**config.mk**
```make
export PLATFORM = sky130hd
export DESIGN_NAME = lph_ram
export DESIGN_NICKNAME = d
export VERILOG_FILES = /design/src/design/lph_ram.sv
export SDC_FILE = /design/constraint.sdc
export NUM_CORES = 2
export LEC_CHECK = 0
export BUFFER_PORTS_ARGS = -buffer_cell sky130_fd_sc_hd__buf_2
export CAP_MARGIN = 15
export CORE_MARGIN = 2
export CORE_UTILIZATION = 60
export DETAILED_ROUTE_END_ITERATION = 10
export PLACE_DENSITY_LB_ADDON = 0.08
export SLEW_MARGIN = 20
export SYNTH_ARGS = -nofsm -noshare
export SYNTH_HDL_FRONTEND = slang
export SYNTH_SLANG_ARGS = --single-unit
```
**constraint.sdc**
```tcl
create_clock -name clk -period 7.15 [get_ports clk]
set_input_delay 2.145 -clock clk [delete_from_list [all_inputs] [get_ports clk]]
set_output_delay 2.145 -clock clk [all_outputs]
set_load 0.05 [all_outputs]
```
**src/design/lph_ram.sv**
```systemverilog
// Generic simple dual-port RAM with registered read.
module lph_ram #(
    parameter int WIDTH = 32,
    parameter int DEPTH = 128
) (
    input  logic                                     clk,
    input  logic                                     we,
    input  logic [(DEPTH > 1 ? $clog2(DEPTH) : 1)-1:0] waddr,
    input  logic [WIDTH-1:0]                         wdata,
    input  logic                                     re,
    input  logic [(DEPTH > 1 ? $clog2(DEPTH) : 1)-1:0] raddr,
    output logic [WIDTH-1:0]                         rdata
);

    logic [WIDTH-1:0] mem_reg [DEPTH];
    logic [WIDTH-1:0] rdata_reg;

    always_ff @(posedge clk)
    begin
        if (we)
        begin
            mem_reg[waddr] <= wdata;
        end
        if (re)
        begin
            rdata_reg <= mem_reg[raddr];
        end
    end

    assign rdata = rdata_reg;

endmodule

```
# Word level (Yosys, flattened, before mapping)
# Memories as Yosys holds them, arrays and structs flattened. A register that Yosys moved wholly into a read port is not among the register bits.
# Cells that the tools add are included.
# W data, S select, Z words.
[totals] ff_bits=0 ramBits=4096 out_inout_bits=32 wordCells=3 memories=1
[op_classes] mux=2
[memory_table] memory="mem_reg" depth=128 width=32 read_ports=1 rd_clocked_by_memory_dff=1 wr=1 line_no="15" source="logic [WIDTH-1:0] mem_reg [DEPTH];"
[ops] op="$mux W1" count=2

# Longest topological paths before layout
[depth] word_depth=2 depth_mapped=8

# Least setup slack after synthesis
# Ideal clock, no wire load.
[synth_path] path_kind="input to register" from="input we" to="memory mem_reg[98][0] (enable)" setup_time_ps=461 arrival_ps=4923 t_required_ps=6689 slack_ps=1766 stages=3 path_buffers=1 cell_sequence="clkbuf_1 nand4_1 nor3_1"
[synth_between] elab_chain_len=2
[synth_rtl] item="start: declaration" line_no="7" source="input logic we,"
[synth_rtl] item="$mux W1" line_no="20" source="if (we)"
[synth_rtl] item="$mux W1 (not written as such)" line_no="22" source="mem_reg[waddr] <= wdata;"
[synth_rtl] item="end: declaration" line_no="15"
# Every way passes these cells.

==> summary.md <==
| Metric | Value |
|---|---|
| Status | `finished clean` |
| Initial core utilization | `0.604` |
| Area delta synth->final | `13.1%` |
| Num CTS Buffers | `404` |
| Largest register FFs | `~4,000` |
| Startpoint class of the critical path | `primary input` |
| Vias in the first global route | `71,262` |
| Slowest cell delay on critical path | `690 ps` |
| CP arrival | `between 5000 and 6000 ps` |
| Simple-gate share of the synthesized area | `0.00445` |
| Yosys warnings | `0` |
| Max Slew Vio Count | `0` |
| Dpl cells | `roughly 9,500` |
| Max Clk Rate | `202 MHz` |
| Rows | `around 190` |
| Main combinational cell family by area after synthesis | `multiplexers` |
| Final WS setup | `between 2000 and 2500 ps` |
| Cts hold-fix bufs | `0` |
| Final nets | `6,516` |
| Post-synthesis mux area share | `0.196` |
| Yosys cell types | `16` |
| Tot Pwr | `50.3 mW` |
| Dpl hpwl | `245,000 µm` |
| Reg2reg start | `mem_reg[23][28]` |
| Area of the mapped netlist | `about 160,000 µm²` |
| Fill count | `roughly 15,000` |
| XOR/XNOR Fraction of Synth Area | `0` |
| GRT overflow | `0` |
| IO Pins | `81` |
| Fin crit share | `0.694` |
| Syn Nets | `6,039` |
| Critical path required time | `just under 8000 ps` |
| Cell Pwr Density | `284 nW/µm²` |
| Final setup violation count | `0` |
| WL/cell | `between 40 and 50 µm` |
| Hold Path End | `rdata[24]` |
| Slowest cell on crit path | `mux4_2` |
| Final WL | `between 400,000 and 500,000 µm` |
| Layout cells sized above 1 | `0.361` |
| Post-synthesis cell count | `roughly 6,000` |
| Initial antenna violation count | `52` |
| DRC | `0` |
| Hold depth | `4` |
| Fin util | `0.682` |
| Routability congestion estimate | `~0.83` |
| Worst slew margin | `0.211` |
| LEAKAGE | `54.4 nW` |
| CP Cell Sequence | `buf_12 > buf_12 > buf_12 > buf_12 > buf_12 > mux4_2 > mux4_2 > mux4_2 > mux2_2` |
| Hold_sp | `mem_reg[116][24]` |
| Crit-path max FO | `about 50` |
| Finished Layout Cells | `10,249` |
| Max IR drop VDD | `0.242 mV` |
| Place WS | `about 1200 ps` |
| Max Cap Viol | `0` |
| Die width | `slightly above 500 µm` |
| CP dominant cell by count | `buf_12` |
| Post-CTS Setup Repair Bufs | `0` |
| Root Driver | `clkbuf_16` |
| DR vias | `between 70,000 and 80,000` |
| Die H | `between 500 and 600 µm` |
| RSZ-0062 raised after global routing | `no` |
| Mapped Avg Cell Area | `26.1 µm²` |
| Cts repair resizes | `0` |
| Post-Synth Adder-Cell Area | `0` |
| Post-route ant nets | `0` |
| Die area | `around 270,000 µm²` |
| Setup tns final | `0 ps` |
| Flop and latch count out of synthesis | `4,128` |
| Clk_skew | `about 34 ps` |
| CTS tree | `yes` |
| DRT iter0 DRCs | `approximately 10,000` |
| WHS | `between 1000 and 1500 ps` |
| R2r setup slk | `between 4000 and 5000 ps` |
| Total Routing Usage GR | `0.321` |
| Slew of the pin with the lowest slew margin | `between 1000 and 1500 ps` |
| Sink Count | `roughly 4,100` |
| Post-layout minimum cycle time | `about 5000 ps` |
| FF-to-FF End | `rdata[28]` |
| Core ar. | `259,000 µm²` |
| Vias per cell | `7.01` |
| Final Cell Area | `between 150,000 and 200,000 µm²` |
| Largest net degree at the start of global routing | `113` |
| Critical path endpoint category | `register` |
| R2r worst-path depth | `4` |
| Worst min path class | `register to register` |
| Htree depth | `5` |
| Reg clk slew, reported paths | `around 60 ps` |
| Clock latency on the worst-skew pair | `between 900 and 1000 ps` |
| 1st-pass router iterations | `5` |
| Cell Area, Placed | `164,000 µm²` |
| Sequential element share of the synthesized area | `0.792` |
| Compound-Gate Fraction of Synth Area | `0` |
| WS Path Type | `primary input to register` |
| Hold Vio Cnt, Final | `0` |
| Port Buffers | `80` |
| First-pass GRT wire length | `roughly 580,000 µm` |
| Clk buf depth | `4` |
## layout by cell type (no fill, tap or decap)
master / count
nor3_2: 9
or3_1: 1
nor2_4: 119
clkinv_16: 2
nand2_2: 3
nand4_1: 3
buf_4: 284
nand2_1: 11
mux2_2: 32
nor2b_1: 7
clkinv_2: 75
clkbuf_16: 412
clkinvlp_4: 11
nand3_1: 8
buf_6: 2
nand3_2: 4
nand2b_1: 2
buf_12: 55
clkbuf_1: 80
inv_6: 7
mux4_2: 1344
nor2_1: 3
inv_16: 1
buf_16: 1
edfxtp_1: 4128
clkinv_4: 4
clkinv_1: 100
buf_8: 3
bufinv_16: 38
clkinv_8: 7
diode_2: 49
buf_2: 42
## cells in the mapped netlist
cell      count  area (µm²)
buf_1        50         188
buf_2        79         395
buf_4         3        22.5
buf_6         2        22.5
clkbuf_1    182         683
edfxtp_1   4128      124000
mux2_2       32         360
mux4_2     1344       30300
nand2_1      14        52.6
nand2b_1      2        12.5
nand3_1      12        60.1
nand4_1       3        18.8
nor2_1      122         458
nor2b_1       7        43.8
nor3_1        9        45.0
or3_1         1        6.26
## worst max-delay path, delay by kind of cell
kind     cells  cell delay [ps]
mux          4             2090
buf+inv      5             1320
## report_power, final
part	internal [mW]	switching, mW
combinational	0.992	1.70
clock	11.9	8.91
sequential	26.8	0.0773
## cell families after synthesis
kind of cell / after synthesis
DFF: 4128
muxes: 1376
buffers and inverters: 316
and+or+nand+nor: 170
## cell type report
class,instances,area [µm²],share of cell area
sequential,4128,124000,0.700
multi-input combinational,1546,32300,0.182
clock buffer,492,10600,0.0599
tap,3402,4260,0.0240
timing repair buffer,387,3540,0.0200
clock inverter,245,2260,0.0128
antenna,49,123,0.000693
## how the worst max path moves through the flow
stage | from | slack (ps) | cells after the start | endpoint
after CTS | raddr[0] | 2180 | 9 | rdata[18]
final | raddr[0] | 2190 | 9 | rdata[18]
after global routing | raddr[0] | 2090 | 9 | rdata[18]
after global placement | raddr[0] | 1170 | 9 | rdata[18]
after detailed placement | raddr[0] | 1180 | 9 | rdata[18]
after floorplan | we | 1770 | 3 | mem_reg[98][0]
## metal layers
metal / wire [µm] / track usage / vias up / share of wire
li1: - / - / 27467 / -
met1: 151000 / 0.445 / 39566 / 0.36
met2: 206000 / 0.512 / 4123 / 0.49
met3: 41000 / 0.0606 / 651 / 0.098
met4: 19500 / 0.132 / 20 / 0.047
met5: 135 / 0 / - / 0.00032
(Power assumes the default switching activity.)
