$ cat config.mk
export PLATFORM = sky130hd
export DESIGN_NAME = lph_mod
export DESIGN_NICKNAME = d
export VERILOG_FILES = /design/src/design/lph_pkg.sv /design/src/design/lph_mod.sv
export SDC_FILE = /design/constraint.sdc
export NUM_CORES = 1
export LEC_CHECK = 0
export ABC_AREA = 1
export BUFFER_PORTS_ARGS = -buffer_cell sky130_fd_sc_hd__buf_2
export CAP_MARGIN = 10
export CORE_UTILIZATION = 36
export CTS_CLUSTER_DIAMETER = 100
export CTS_CLUSTER_SIZE = 12
export DETAILED_ROUTE_END_ITERATION = 8
export SETUP_SLACK_MARGIN = 0.3
export SLEW_MARGIN = 20
export SYNTH_ARGS = -nofsm -noshare
export SYNTH_HDL_FRONTEND = slang
export SYNTH_SLANG_ARGS = --single-unit
$ cat constraint.sdc
create_clock -name clk -period 5.6 [get_ports clk]
set_input_delay 1.68 -clock clk [delete_from_list [all_inputs] [get_ports clk]]
set_output_delay 1.68 -clock clk [all_outputs]
set_load 0.01 [all_outputs]
$ cat src/design/lph_pkg.sv
// Shared types and constants for the linear-probing hash insert block.
package lph_pkg;

    // Fixed field widths of the stream payload
    localparam int SLOT_W   = 7;
    localparam int SIZE_W   = 8;
    localparam int OP_W     = 2;
    localparam int STATUS_W = 2;

    // Remainder bits retired per cycle by the modulo unit
    localparam int MOD_STEP_BITS = 4;

    localparam logic [OP_W-1:0] OP_INSERT = 2'd0;
    localparam logic [OP_W-1:0] OP_READ   = 2'd1;
    localparam logic [OP_W-1:0] OP_CLEAR  = 2'd2;

    localparam logic [STATUS_W-1:0] STAT_INSERTED = 2'd0;
    localparam logic [STATUS_W-1:0] STAT_DROPPED  = 2'd1;
    localparam logic [STATUS_W-1:0] STAT_READ     = 2'd2;
    localparam logic [STATUS_W-1:0] STAT_CLEARED  = 2'd3;

    localparam logic [SIZE_W-1:0] TABLE_SIZE_RESET = 8'd128;

    typedef enum logic [2:0] {
        ST_IDLE,
        ST_CLEAR,
        ST_MOD,
        ST_PROBE_RD,
        ST_PROBE_CHK,
        ST_READ_WAIT,
        ST_OUT
    } state_t;

endpackage

$ cat src/design/lph_mod.sv
// Iterative remainder unit: key modulo table size, several bits per cycle.
module lph_mod
    import lph_pkg::*;
#(
    parameter int KEY_WIDTH = 31
) (
    input  logic                 clk,
    input  logic                 rst_n,
    input  logic                 start,
    input  logic [KEY_WIDTH-1:0] dividend,
    input  logic [SIZE_W-1:0]    divisor,
    output logic                 done,
    output logic [SIZE_W-1:0]    remainder
);

    localparam int STEPS = (KEY_WIDTH + MOD_STEP_BITS - 1) / MOD_STEP_BITS;
    localparam int PAD_W = STEPS * MOD_STEP_BITS;
    localparam int CNT_W = $clog2(STEPS + 1);

    logic              busy_reg;
    logic              done_reg;
    logic [CNT_W-1:0]  cnt_reg;
    logic [PAD_W-1:0]  sh_reg;
    logic [SIZE_W-1:0] rem_reg;
    logic [SIZE_W-1:0] div_reg;
    logic [SIZE_W-1:0] rem_next;

    // Restoring remainder, MSB first; rem stays below div so trial fits 9 bits
    always_comb
    begin
        logic [SIZE_W:0]   trial;
        logic [SIZE_W-1:0] acc;
        acc = rem_reg;
        for (int i = 0; i < MOD_STEP_BITS; i++)
        begin
            trial = {acc, sh_reg[PAD_W-1-i]};
            if (trial >= {1'b0, div_reg})
            begin
                acc = SIZE_W'(trial - {1'b0, div_reg});
            end
            else
            begin
                acc = trial[SIZE_W-1:0];
            end
        end
        rem_next = acc;
    end

    always_ff @(posedge clk or negedge rst_n)
    begin
        if (!rst_n)
        begin
            busy_reg <= 1'b0;
            done_reg <= 1'b0;
            cnt_reg  <= '0;
        end
        else
        begin
            done_reg <= 1'b0;
            if (start)
            begin
                busy_reg <= 1'b1;
                cnt_reg  <= '0;
            end
            else if (busy_reg)
            begin
                cnt_reg <= cnt_reg + CNT_W'(1);
                if (cnt_reg == CNT_W'(STEPS - 1))
                begin
                    busy_reg <= 1'b0;
                    done_reg <= 1'b1;
                end
            end
        end
    end

    always_ff @(posedge clk)
    begin
        if (start)
        begin
            sh_reg  <= PAD_W'(dividend);
            div_reg <= divisor;
            rem_reg <= '0;
        end
        else if (busy_reg)
        begin
            sh_reg  <= sh_reg << MOD_STEP_BITS;
            rem_reg <= rem_next;
        end
    end

    assign done      = done_reg;
    assign remainder = rem_reg;

endmodule

# Yosys cells after proc, flatten, opt, wreduce, memory -nomap -nowiden
# Index checks and enable logic that the tools add are counted.
# classes
n_reduce_logical,1
order_cmp,4
eq_ne,1
n_mux,14
add_sub_neg,5
# op_table
operator,count
2-to-1 mux 31 bit,2
greater-or-equal comparator 9 x 8 -> 1 bit,4
2-to-1 mux 8 bit,4
subtractor 8 bit,4
2-to-1 mux 4 bit,2
2-to-1 mux 1 bit,6
"adder 4 x 1 -> 4 bit, second input constant",1
"== test 4 x 3 -> 1 bit, second input constant",1
nonzero test 2 bit,1
# word_totals
out_inout_bits,9
word_cells,32
regBits,54
in_bits,42

# Depth between registers and ports, before layout
# logic_depth
word_depth,8
depth_mapped,48
ltp_nobuf,47

# Worst setup path after synthesis
# No wires, ideal clock.
# synth_path
path_kind,flip-flop to flip-flop
from,register div_reg[1]
to,"register rem_reg[1], in the netlist remainder[1]"
arrival_ns,5.665
path_stages_with_launch,43
required_ns,5.487
path_slack_ns,-0.179
setup_ns,0.113
period_less_slack_ns,5.779
n_path_buf,2
cell_sequence,edfxtp_1 > inv_1 > ha_1 > nand2_1 > nand2_1 > nand3_2 > nand2_4 > a21oi_4 > nand2_1 > o21ai_0 > ha_1 > buf_2 > a21oi_1 > o21a_1 > nand2_1 > nand2_2 > nand4_4 > buf_6 > (+7 left out) > nand2_1 > nand2_1 > inv_1 > nand2_2 > nor2_8 > nand2_1 > nand2_1 > inv_1 > ha_1 > inv_1 > o311ai_0 > nand2_1 > nand3_1 > inv_1 > nand3_4 > nand2_1 > nand3_1 > nand2_1
# synth_between
elab_chain_len,8
elab_cells_between_ends,12
cone_classes,add/sub: 4; order compare: 4; mux: 4
# synth_rtl
element,line,text
"start, declared",lph_mod.sv:25,logic [SIZE_W-1:0] div_reg;
"start signal, assigned",lph_mod.sv:82,div_reg <= divisor;
subtractor 8 bit / greater-or-equal comparator 9 x 8 -> 1 bit (equally long branches),"lph_mod.sv:39, lph_mod.sv:37",
2-to-1 mux 8 bit,lph_mod.sv:37,"if (trial >= {1'b0, div_reg})"
subtractor 8 bit / greater-or-equal comparator 9 x 8 -> 1 bit (equally long branches),"lph_mod.sv:39, lph_mod.sv:37",
2-to-1 mux 8 bit,lph_mod.sv:37,
greater-or-equal comparator 9 x 8 -> 1 bit / subtractor 8 bit (equally long branches),"lph_mod.sv:37, lph_mod.sv:39",
2-to-1 mux 8 bit,lph_mod.sv:37,
subtractor 8 bit / greater-or-equal comparator 9 x 8 -> 1 bit (equally long branches),"lph_mod.sv:39, lph_mod.sv:37",
2-to-1 mux 8 bit *,lph_mod.sv:37,
"end signal, assigned",lph_mod.sv:88,rem_reg <= rem_next;
"end, declared",lph_mod.sv:24,logic [SIZE_W-1:0] rem_reg;
# Mark *: on every way between the ends. The rest lies on a longest branch, timed or not.
# A chain may end at the register's enable or synchronous reset.

# Worst setup path after layout
# layout_path
from,register div_reg[2]
to,"register rem_reg[5], in the netlist remainder[5]"
# layout_between
elab_chain_len,8
elab_cells_between_ends,12
cone_classes,add/sub: 4; order compare: 4; mux: 4
# layout_rtl
element,line
subtractor 8 bit / greater-or-equal comparator 9 x 8 -> 1 bit (equally long branches),"lph_mod.sv:39, lph_mod.sv:37"
2-to-1 mux 8 bit,lph_mod.sv:37
subtractor 8 bit / greater-or-equal comparator 9 x 8 -> 1 bit (equally long branches),"lph_mod.sv:39, lph_mod.sv:37"
2-to-1 mux 8 bit,lph_mod.sv:37
subtractor 8 bit / greater-or-equal comparator 9 x 8 -> 1 bit (equally long branches),"lph_mod.sv:39, lph_mod.sv:37"
2-to-1 mux 8 bit,lph_mod.sv:37
subtractor 8 bit / greater-or-equal comparator 9 x 8 -> 1 bit (equally long branches),"lph_mod.sv:39, lph_mod.sv:37"
2-to-1 mux 8 bit *,lph_mod.sv:37
# Marked as above.

==> impl_metrics.tcl <==
set metrics [dict create \
    critPathBufInv 7 \
    yosysSeqAreaShare 0.3620 \
    initial_core_util 0.3760 \
    dieArea_mm2 0.01196 \
    violations "negative setup slack" \
    dpl.cell_count 791 \
    grt_max_degree 44 \
    core-area_mm2 0.01103 \
    rrSetupSlack_ns -0.19 \
    place.port_buffers 50 \
    cts_inserted_buffers 5 \
    cts_buffer_depth 2 \
    antenna_found_initial 0 \
    cts_max_level 2 \
    worst_setup_path_start_kind "flip-flop" \
    place.gp.congestion 0.8937 \
    period_minus_slack_ns 5.792 \
    endpoint_kind "flip-flop" \
    syn_area_mm2 0.004148 \
    rsz0062_at_grt "true" \
    drv_cap 0 \
    slowest_stage "edfxtp_1" \
    slowest_delay_ns 0.38 \
    syn2layout_area_growth_pct 50.62 \
    dp_hpwl_um 8577 \
    synth_nets 624 \
    path_class "reg -> reg" \
    die_y_um 109.3 \
    ys_ff_latch 54 \
    design_area_mm2 0.006247 \
    finalWorstSetupSlack_ns -0.1921 \
    via_per_inst 4.836 \
    grt.overflow.total 0 \
    timing.hold.ws_ns 0.4551 \
    gr-usage-met1 0.2683 \
    critPathRequiredTime_ns 5.78 \
    synth_warnings 0 \
    cp_max_fo 8 \
    tightest_slew_ns 0.8892 \
    grtUsageMet3 0.03201 \
    layout-drive-gt1-share 0.4659 \
    path_delay_family "simple AND/OR/NAND/NOR gates" \
    hold_buffers 0 \
    grt_pass1_vias 3982 \
    final_util 0.5664 \
    antenna_cells 0 \
    wl_um 12630 \
    dr.first_iter.drc_count 220 \
    boundaryPins 51 \
    synthDistinctLibCells 42 \
    finalHoldViolCount 0 \
    finalSetupViolations 8 \
    final_nets 782 \
    largest_reg_flops 32 \
    hold_depth 2 \
    r2r_cells 41 \
    clk_pin_slew_ns 0.07 \
    hp-class "reg -> reg" \
    path_depth 41 \
    netlist_instances 545 \
    fin_crit_sh 1.034 \
    dieWidth_um 109.3 \
    drv_slew 0 \
    cts_tree "done" \
    fmax_mhz 172.6 \
    top_usage_layer "met2" \
    grt_usage 0.2081 \
    instances_no_fill 844 \
    worstSkewPairLatency_ns 0.29 \
    drcViolationCount 0 \
    grt_pass1_wl_um 19150 \
    num_rows 38 \
    vias 4082 \
    status "finished with violations" \
    drt-wirelength-per-cell_um 14.96 \
    path_common_cell "nand2_2" \
    syn_avg_cell_area_um2 7.611 \
    skew_ns 0.005369 \
    cts.sinks 54 \
    firstDrtPassIters 4 \
    dpl_cell_area_mm2 0.005155 \
    antenna_left 0 \
    cp.arrival_ns 5.97 \
    use_met2 0.3585 \
    cts_root_buf "clkbuf_16" \
    slew_headroom 0.4065 \
    nFillCells 949 \
]
==> kinds of logic after synthesis <==
family | share of synthesized area
and+or+nand+nor | 0.3312
DFF | 0.3620
buffers and inverters | 0.08175
AOI/OAI and AO/OA | 0.06818
xor gates and xnor gates | 0.03801
adders and majority gates | 0.1189
==> tightest hold or removal path: stages (launching register included) <==
cell      delay, ns
edfxtp_1       0.32
nand2_1        0.05
o21ai_0        0.06
==> metal layers <==
layer  vias up  wire length [um]
li1       2062                 -
met5         -                 0
met4         0               283
met2       107              6237
met3        24               544
met1      1889              5561
==> cell usage in the layout (no fill, tap or decap), types with 8 or more instances in the layout <==
cell type    n
ha_4        27
nand2_4     10
a21oi_1     12
inv_1       55
o21ai_2     10
nand2_2     39
buf_4      105
xor2_1      10
nand3_2     17
edfxtp_1    39
a21oi_2      8
dfxtp_1      8
buf_2       50
nor2_1      16
nand3_1     15
inv_2       23
nand2_1    177
==> path summary, 6_finish.rpt <==
| path | from | to |
|---|---|---|
| hold / removal | sh_reg[27] | sh_reg[31] |
| max in group asynchronous | rst_n | cnt_reg[2] |
| setup reg to reg | div_reg[2] | remainder[5] |
| min in group asynchronous | rst_n | cnt_reg[3] |
| setup / recovery | div_reg[2] | remainder[5] |
| hold reg to reg | sh_reg[27] | sh_reg[31] |
==> timing repair <==
action,in CTS,in global routing
setup endpoints to repair,8,8
pin swaps,56,33
gates resized for setup,81,47
setup buffers,32,13
==> layout make-up <==
type	count	area, um^2	area share
Sequential cell	54	1503	0.2405
Clock inverter	1	30.03	0.004807
Tap cell	140	175.2	0.02804
Multi-Input combinational cell	403	3013	0.4823
Clock buffer	7	132.6	0.02123
Inverter	79	299.0	0.04787
Timing Repair Buffer	160	1095	0.1752
==> per-stage QoR <==
step / worst slack, ns / setup TNS, ns
4_1_cts: 0.06092 / 0
3_5_place_dp: -0.3234 / -2.370
6_report: -0.1921 / -1.372
2_1_floorplan: 0.1877 / 0
5_1_grt: -0.4844 / -3.620
3_3_place_gp: -0.2623 / -1.856
==> cell usage after synthesis <==
library cell,count,area share
nor3_4,1,0.0039
inv_1,76,0.069
nand4_4,1,0.0051
o211ai_1,1,0.0018
inv_2,3,0.0027
a31oi_1,1,0.0015
or4_1,1,0.0018
nor3_1,8,0.0097
nor2_8,1,0.0048
nand3_1,29,0.035
o21ai_0,11,0.013
nor4_1,1,0.0015
a21oi_4,2,0.0078
nand3_2,4,0.0097
dfrtp_1,6,0.036
or2_4,1,0.0021
buf_6,1,0.0027
dfxtp_1,9,0.043
xnor2_1,6,0.013
o311ai_0,1,0.0021
xor2_1,12,0.025
nor2_2,1,0.0015
nand3b_1,2,0.0036
nand4_1,3,0.0045
fa_1,4,0.019
nand2_8,1,0.0048
o21ai_2,2,0.0042
nor2_4,2,0.0054
buf_2,1,0.0012
nand3_4,1,0.0042
nand2_1,214,0.19
nor2_1,17,0.015
or2_2,1,0.0015
ha_1,33,0.10
clkbuf_1,7,0.0063
o21ai_1,6,0.0072
a21oi_2,2,0.0042
nand2_4,4,0.011
nand2_2,8,0.012
edfxtp_1,39,0.28
a21oi_1,20,0.024
o21a_1,1,0.0018
Power is left out: the tool's default activity adds up to more than one toggle a clock period on the data nets, which glitch-free logic cannot reach.
